<file path="src/rtl/b64sp_pkg.sv">
// ----------------------------------------------------------------------------
// b64sp_pkg
// Shared types, character codes and the base64 symbol lookup.
// ----------------------------------------------------------------------------
`default_nettype none

package b64sp_pkg;

   localparam logic [7:0] CHAR_SPACE = 8'h20;
   localparam logic [7:0] CHAR_PLUS  = 8'h2B;
   localparam logic [7:0] CHAR_DASH  = 8'h2D;
   localparam logic [7:0] CHAR_SLASH = 8'h2F;
   localparam logic [7:0] CHAR_UPPER = 8'h41;  // 'A'
   localparam logic [7:0] CHAR_LOWER = 8'h61;  // 'a'
   localparam logic [7:0] CHAR_DIGIT = 8'h30;  // '0'

   // Group sizes
   localparam logic [1:0] COUNT_ONE   = 2'd1;
   localparam logic [1:0] COUNT_TWO   = 2'd2;
   localparam logic [1:0] COUNT_THREE = 2'd3;

   // Character slot within one emitted group
   typedef enum logic [2:0] {
      POS_SYM0 = 3'd0,
      POS_SYM1 = 3'd1,
      POS_SYM2 = 3'd2,
      POS_SYM3 = 3'd3,
      POS_TERM = 3'd4
   } char_pos_type;

   // One gathered group ready for output
   typedef struct packed {
      logic [7:0] b0;
      logic [7:0] b1;
      logic [7:0] b2;
      logic [1:0] count;  // valid bytes, 1..3
      logic       last;   // terminator follows
   } group_type;

   function automatic logic [7:0] symbol(input logic [5:0] v);
      logic [7:0] ch;
      case (v) inside
         [6'd0:6'd25]:  ch = CHAR_UPPER + 8'(v);
         [6'd26:6'd51]: ch = CHAR_LOWER + 8'(v - 6'd26);
         [6'd52:6'd61]: ch = CHAR_DIGIT + 8'(v - 6'd52);
         6'd62:         ch = CHAR_PLUS;
         default:       ch = CHAR_SLASH;
      endcase
      return ch;
   endfunction

endpackage

`default_nettype wire

</file>
<file path="src/rtl/b64sp_if.sv">
// ----------------------------------------------------------------------------
// b64sp_if
// Valid/ready channels for raw bytes in and text characters out.
// ----------------------------------------------------------------------------
`default_nettype none

interface b64sp_req_if;
   logic       valid;
   logic       ready;
   logic [7:0] data_byte;
   logic       end_of_message;

   modport source (output valid, output data_byte, output end_of_message, input ready);
   modport sink   (input valid, input data_byte, input end_of_message, output ready);
endinterface

interface b64sp_rsp_if;
   logic       valid;
   logic       ready;
   logic [7:0] text_char;
   logic       final_char;

   modport source (output valid, output text_char, output final_char, input ready);
   modport sink   (input valid, input text_char, input final_char, output ready);
endinterface

`default_nettype wire

</file>
<file path="src/rtl/b64sp_gather.sv">
// ----------------------------------------------------------------------------
// b64sp_gather
// Collects request bytes into groups of up to three and hands them on.
// ----------------------------------------------------------------------------
`default_nettype none

module b64sp_gather (
   input  wire logic          clock,
   input  wire logic          reset,
   b64sp_req_if.sink          req,
   input  wire logic          slot_take,
   output logic               slot_valid,
   output b64sp_pkg::group_type slot
);

   logic [15:0]          pend_bytes_ff, pend_bytes_in;
   logic [1:0]           pend_cnt_ff, pend_cnt_in;
   logic                 slot_valid_ff, slot_valid_in;
   b64sp_pkg::group_type slot_ff, slot_in;
   logic                 accept;

   assign req.ready  = !slot_valid_ff || slot_take;
   assign accept     = req.valid && req.ready;
   assign slot_valid = slot_valid_ff;
   assign slot       = slot_ff;

   always_comb begin
      pend_bytes_in = pend_bytes_ff;
      pend_cnt_in   = pend_cnt_ff;
      slot_valid_in = slot_valid_ff && !slot_take;
      slot_in       = slot_ff;
      if (accept) begin
         if (pend_cnt_ff[1]) begin
            // third byte: group complete
            slot_valid_in = 1'b1;
            slot_in.b0    = pend_bytes_ff[15:8];
            slot_in.b1    = pend_bytes_ff[7:0];
            slot_in.b2    = req.data_byte;
            slot_in.count = b64sp_pkg::COUNT_THREE;
            slot_in.last  = req.end_of_message;
            pend_cnt_in   = 2'd0;
            pend_bytes_in = 16'd0;
         end else if (req.end_of_message) begin
            // short group closed by the last byte
            slot_valid_in = 1'b1;
            slot_in.b2    = 8'd0;
            slot_in.last  = 1'b1;
            if (pend_cnt_ff == 2'd0) begin
               slot_in.b0    = req.data_byte;
               slot_in.b1    = 8'd0;
               slot_in.count = b64sp_pkg::COUNT_ONE;
            end else begin
               slot_in.b0    = pend_bytes_ff[15:8];
               slot_in.b1    = req.data_byte;
               slot_in.count = b64sp_pkg::COUNT_TWO;
            end
            pend_cnt_in   = 2'd0;
            pend_bytes_in = 16'd0;
         end else begin
            if (pend_cnt_ff == 2'd0) begin
               pend_bytes_in = {req.data_byte, 8'd0};
            end else begin
               pend_bytes_in = {pend_bytes_ff[15:8], req.data_byte};
            end
            pend_cnt_in = pend_cnt_ff + 2'd1;
         end
      end
   end

   always_ff @(posedge clock) begin
      if (reset) begin
         pend_bytes_ff <= 16'd0;
         pend_cnt_ff   <= 2'd0;
         slot_valid_ff <= 1'b0;
      end else begin
         pend_bytes_ff <= pend_bytes_in;
         pend_cnt_ff   <= pend_cnt_in;
         slot_valid_ff <= slot_valid_in;
      end
      slot_ff <= slot_in;
   end

endmodule

`default_nettype wire

</file>
<file path="src/rtl/b64sp_emit.sv">
// ----------------------------------------------------------------------------
// b64sp_emit
// Turns a gathered group into four characters and an optional terminator.
// ----------------------------------------------------------------------------
`default_nettype none

module b64sp_emit (
   input  wire logic            clock,
   input  wire logic            reset,
   input  wire logic            slot_valid,
   input  wire b64sp_pkg::group_type slot,
   output logic                 slot_take,
   b64sp_rsp_if.source          rsp
);

   b64sp_pkg::group_type     cur_ff, cur_in;
   b64sp_pkg::char_pos_type  pos_ff, pos_in;
   logic                     busy_ff, busy_in;
   logic                     fire, done;

   assign fire      = busy_ff && rsp.ready;
   assign done      = fire && ((pos_ff == b64sp_pkg::POS_SYM3 && !cur_ff.last)
                               || pos_ff == b64sp_pkg::POS_TERM);
   assign slot_take = slot_valid && (!busy_ff || done);
   assign rsp.valid = busy_ff;

   always_comb begin
      rsp.final_char = 1'b0;
      case (pos_ff)
         b64sp_pkg::POS_SYM0: rsp.text_char = b64sp_pkg::symbol(cur_ff.b0[7:2]);
         b64sp_pkg::POS_SYM1:
            rsp.text_char = b64sp_pkg::symbol({cur_ff.b0[1:0], cur_ff.b1[7:4]});
         b64sp_pkg::POS_SYM2:
            rsp.text_char = (cur_ff.count == b64sp_pkg::COUNT_ONE) ? b64sp_pkg::CHAR_SPACE
                          : b64sp_pkg::symbol({cur_ff.b1[3:0], cur_ff.b2[7:6]});
         b64sp_pkg::POS_SYM3:
            rsp.text_char = (cur_ff.count == b64sp_pkg::COUNT_THREE)
                          ? b64sp_pkg::symbol(cur_ff.b2[5:0]) : b64sp_pkg::CHAR_SPACE;
         default: begin
            rsp.text_char  = b64sp_pkg::CHAR_DASH;
            rsp.final_char = 1'b1;
         end
      endcase
   end

   always_comb begin
      cur_in  = cur_ff;
      pos_in  = pos_ff;
      busy_in = busy_ff;
      if (slot_take) begin
         cur_in  = slot;
         pos_in  = b64sp_pkg::POS_SYM0;
         busy_in = 1'b1;
      end else if (done) begin
         busy_in = 1'b0;
      end else if (fire) begin
         pos_in = b64sp_pkg::char_pos_type'(pos_ff + 3'd1);
      end
   end

   always_ff @(posedge clock) begin
      if (reset) begin
         busy_ff <= 1'b0;
         pos_ff  <= b64sp_pkg::POS_SYM0;
      end else begin
         busy_ff <= busy_in;
         pos_ff  <= pos_in;
      end
      cur_ff <= cur_in;
   end

endmodule

`default_nettype wire

</file>
<file path="src/rtl/base64_space_pad_encoder.sv">
// ----------------------------------------------------------------------------
// base64_space_pad_encoder
// Streaming base64 encoder with space padding and a '-' terminator.
// ----------------------------------------------------------------------------
// Bytes arrive one per request; end_of_message marks the last. Each group of
// three bytes leaves as four base64 characters (A-Z, a-z, 0-9, '+', '/'). A
// short final group is filled out with spaces instead of '=', and every
// message closes with a '-' character flagged by final_char. Requests are
// taken every cycle while a group slot is free; the result port sends one
// character per cycle while ready is high, so a full group of three bytes
// leaves as four result characters, with one more for the terminator. A
// group slot between the gatherer and the emitter lets the next group
// collect while the current one is still being sent.
// ----------------------------------------------------------------------------
`default_nettype none

module base64_space_pad_encoder (
   input  wire logic   clock,
   input  wire logic   reset,
   b64sp_req_if.sink   req,
   b64sp_rsp_if.source rsp
);

   logic                 slot_valid;
   logic                 slot_take;
   b64sp_pkg::group_type slot;

   // byte gathering and the hand-over slot
   b64sp_gather u_gather (
      .clock      (clock),
      .reset      (reset),
      .req        (req),
      .slot_take  (slot_take),
      .slot_valid (slot_valid),
      .slot       (slot)
   );

   // character sequencing onto the result port
   b64sp_emit u_emit (
      .clock      (clock),
      .reset      (reset),
      .slot_valid (slot_valid),
      .slot       (slot),
      .slot_take  (slot_take),
      .rsp        (rsp)
   );

endmodule

`default_nettype wire

</file>
<file path="src/flat_wrapper.sv">
// flat-port wrapper written by rule: the top's interface ports become plain ports
module base64_space_pad_encoder_flat 
  (clock, reset, req_valid, req_data_byte, req_end_of_message, req_ready, rsp_valid, rsp_text_char, rsp_final_char, rsp_ready);
  b64sp_req_if req_i ();
  b64sp_rsp_if rsp_i ();
  input  wire logic clock;
  input  wire logic reset;
  input wire logic [$bits(req_i.valid)-1:0] req_valid;
  input wire logic [$bits(req_i.data_byte)-1:0] req_data_byte;
  input wire logic [$bits(req_i.end_of_message)-1:0] req_end_of_message;
  output wire logic [$bits(req_i.ready)-1:0] req_ready;
  output wire logic [$bits(rsp_i.valid)-1:0] rsp_valid;
  output wire logic [$bits(rsp_i.text_char)-1:0] rsp_text_char;
  output wire logic [$bits(rsp_i.final_char)-1:0] rsp_final_char;
  input wire logic [$bits(rsp_i.ready)-1:0] rsp_ready;
  assign req_i.valid = req_valid;
  assign req_i.data_byte = req_data_byte;
  assign req_i.end_of_message = req_end_of_message;
  assign req_ready = req_i.ready;
  assign rsp_valid = rsp_i.valid;
  assign rsp_text_char = rsp_i.text_char;
  assign rsp_final_char = rsp_i.final_char;
  assign rsp_i.ready = rsp_ready;
  base64_space_pad_encoder u_core (.clock(clock), .reset(reset), .req(req_i), .rsp(rsp_i));
endmodule
</file>
<file path="config.mk">
export PLATFORM = sky130hd
export DESIGN_NAME = base64_space_pad_encoder_flat
export DESIGN_NICKNAME = d
export VERILOG_FILES = /design/src/rtl/b64sp_pkg.sv /design/src/rtl/b64sp_if.sv /design/src/rtl/b64sp_gather.sv /design/src/rtl/b64sp_emit.sv /design/src/rtl/base64_space_pad_encoder.sv /design/src/flat_wrapper.sv
export SDC_FILE = /design/constraint.sdc
export NUM_CORES = 1
export LEC_CHECK = 0
export ABC_AREA = 1
export BUFFER_PORTS_ARGS = -buffer_cell sky130_fd_sc_hd__buf_2
export CORE_MARGIN = 3
export CORE_UTILIZATION = 53
export CTS_CLUSTER_DIAMETER = 60
export DETAILED_ROUTE_END_ITERATION = 6
export GPL_TIMING_DRIVEN = 1
export PLACE_DENSITY_LB_ADDON = 0.3
export SETUP_SLACK_MARGIN = 0.1
export SYNTH_ARGS = -nofsm -noshare
export SYNTH_HDL_FRONTEND = slang
export SYNTH_SLANG_ARGS = --single-unit
</file>
<file path="constraint.sdc">
create_clock -name clock -period 3.4 [get_ports clock]
set_clock_uncertainty 0.15 [all_clocks]
set_input_delay 0.17 -clock clock [delete_from_list [all_inputs] [get_ports clock]]
set_output_delay 0.17 -clock clock [all_outputs]
set_load 0.1 [all_outputs]
</file>
==> results.ini <==
[worst_setup_path]
cp_slowest_cell = edfxtp_1
crit_path_cell_trace = inv_1, ha_1, or2_1, o21ai_0, inv_1, nand2_1, nand3_1, nand3_1, nand3_1, nand3b_1, buf_2
worst_path_largest_cell_delay_ns = 0.52
path_max_fanout = 7
cp_data_arrival_time_ns = 2.75
crit_type = flip-flop to output port
critical_path.top_delay_family = buffers and inverters
critPathRequiredTime_ns = 3.08
path_buf_inv = 3
r2r_slack_ns = 0.63
startpoint_type = flip-flop
crit_top_cell = nand3_1
end_kind = output port

[route]
drt.antenna.violating_nets = 0
wl_mm = 13.9
vias = 5325
first_iter_violations = 431
firstDrtPassIters = 5
drc = 0
wl_per_cell_um = 14.0
via_per_inst = 5.38

[clock_tree]
cts_buffer_depth = 2
cts_tree = built
root_buffer = clkbuf_16
path_clk_slew_ns = 0.06
insertion_delay_ns = 0.33
cts.sinks = 77
cts_max_level = 3
post-cts-setup-buffer-count = 0
numCtsBuffers = 9

[placement]
port_buffers = 23
place_area_mm2 = 0.00649
place_inst = 969
dp.final_hpwl_mm = 11.0
gp_congestion = 0.972

[sta]
fin_crit_sh_pct = 90.3
slew-limit-headroom_pct = 55.6
drv_slew = 0
whs_ns = 0.0142
post-route-min-period_ns = 3.07
finalHoldViolCount = 0
worst_slew_pin_slew_ns = 0.666
fin_tns_setup_ns = 0
max_freq_mhz = 326
rsz0062_at_grt = true
finalSetupViolCount = 0

[global_routing]
grt_first_pass_wirelength_mm = 23.3
gr-total-overflow = 0
grt_pass1_vias = 5047
antenna_found_initial = 0
grt_usage_pct = 21.8
grt_max_degree = 28

[final_layout]
stdcell_area_mm2 = 0.00685
final_cell_mix = nand2_1 (212), inv_1 (87), nand3_1 (79), ha_1 (68), nor2_1 (63)
drive_gt1_share_pct = 15.1
layout_commonest_cell = nand2_1
fin_nets = 922
syn_to_final_growth_pct = 9.21
layoutNonFillerInstCount = 989
insertedDiodeCount = 0

[synth]
avgSynthCellArea_um2 = 7.69
yosys.area_share.simple_pct = 31.8
synth-compound-area-share_pct = 9.41
syn_inst = 816
synthAdderAreaFrac_pct = 13.6
ys.warnings.count = 0
synthMuxAreaShare_pct = 0.359
synth_xor_area_share_pct = 3.35
ys_seq_area_share_pct = 33.2
ys_seq_elements = 77
synthesis.nets = 897
synth_top_family_by_area = simple AND/OR/NAND/NOR gates
ys_types = 44
syn_area_mm2 = 0.00628

[job]
maxCapViolations = 0

[power_and_ir_drop]
p_switching_uw = 772
irDropWorstVdd_v = 0.000378
p_leak_nw = 3.20
power_density_mw_per_mm2 = 374
intPower_mw = 1.79
clockPowerShare_pct = 36.0
p_sw_share_pct = 30.1
pwr-share-comb_pct = 20.5
p_seq_share_pct = 43.5

[floorplan]
start_util_pct = 54.5
die_h_um = 115
die_w_um = 115
io_pins = 24
rows = 39
die_area_mm2 = 0.0132
core_area_mm2 = 0.0115

[min_path]
hp-class = primary input to flip-flop

[status]
status = finished clean

[metrics by stage]
step	util, %	worst slack, ns	power [mW]
floorplan	-	0.140	1.53
global placement	56.4	0.539	1.64
detailed placement	56.4	0.538	1.65
CTS	59.3	0.167	2.58
global route	59.5	0.0738	2.69
finish	59.5	0.329	2.57
[what timing repair did]
action / CTS / global route
hold buffers: 4 / 0
setup endpoints to repair: 0 / 7
gates resized for setup: 0 / 12
hold endpoints to repair: 4 / 0
[cell type report]
| cell class | instances | area [um2] |
|---|---|---|
| Sequential cell | 77 | 2080 |
| Timing Repair Buffer | 31 | 203 |
| Tap cell | 143 | 179 |
| Fill cell | 1022 | 4660 |
| Clock inverter | 7 | 75.1 |
| Multi-Input combinational cell | 614 | 3680 |
| Inverter | 108 | 410 |
| Clock buffer | 9 | 225 |
[power groups by stage]
stage	logic [mW]	clock network, mW	registers (mW)
after floorplan	0.414	0	1.12
after global placement	0.504	0	1.13
after detailed placement	0.512	0	1.13
after CTS	0.520	0.945	1.11
after global routing	0.583	0.982	1.12
final	0.526	0.925	1.12
[synthesized netlist by cell type (all sizes together)]
cell type | n | area, um2
xor2 | 15 | 131
a211oi | 9 | 103
nand2 | 231 | 942
nand4 | 16 | 106
a31oi | 2 | 12.5
or2 | 8 | 52.6
o21a | 1 | 15.0
clkbuf | 6 | 22.5
o21ai | 55 | 317
inv | 107 | 407
nand3 | 81 | 423
nor3 | 12 | 70.1
xnor2 | 9 | 78.8
a21oi | 22 | 144
nor2 | 79 | 372
clkinv | 1 | 3.75
mux2 | 2 | 22.5
nand3b | 4 | 30.0
buf | 11 | 91.3
dfxtp | 23 | 460
ha | 68 | 851
edfxtp | 54 | 1620
[path summary, 6_finish.rpt]
path,startpoint,end,cells after the start
hold reg to reg,u_core.u_gather.slot[0]$_SDFFCE_PN1P_,u_core.u_emit.cur_ff[0]$_DFFE_PP_,0
setup reg to reg,u_core.u_emit.pos_ff[1]$_SDFFE_PP0P_,u_core.u_gather.pend_bytes_ff[14]$_SDFFE_PP0P_,12
hold / removal,req_data_byte[0],u_core.u_gather.pend_bytes_ff[8]$_SDFFE_PP0P_,3
setup / recovery,u_core.u_emit.cur_ff[10]$_DFFE_PP_,rsp_text_char[2],11
[per-layer routing]
layer,track usage (%),routed length (um),up-vias
li1,-,-,2712
met1,28.1,6230,2430
met2,37.8,6810,151
met3,2.79,520,32
met4,7.43,323,0
met5,0,0,-
[logic make-up after synthesis]
| kind of cell | count (synthesis) |
|---|---|
| simple gates | 431 |
| fa+ha+maj | 68 |
| xor+xnor | 24 |
| buf+inv | 125 |
| compound gates | 89 |
| flops | 77 |
| mux | 2 |
[registers in the layout (all words and copies together) (netlist names)]
name / cells
u_core.u_emit.pos_ff: 3
u_core.u_gather.pend_bytes_ff: 16
u_core.u_gather.slot: 27
u_core.u_emit.rsp.valid: 1
u_core.u_gather.slot_valid: 1
u_core.u_emit.cur_ff: 27
u_core.u_gather.pend_cnt_ff: 2
[tightest hold or removal path, stage by stage]
cell and delay [ns]:
buf_2 0.13, nor3_1 0.06, nor2_1 0.10
Note: power is estimated with default switching activity, not from simulation.
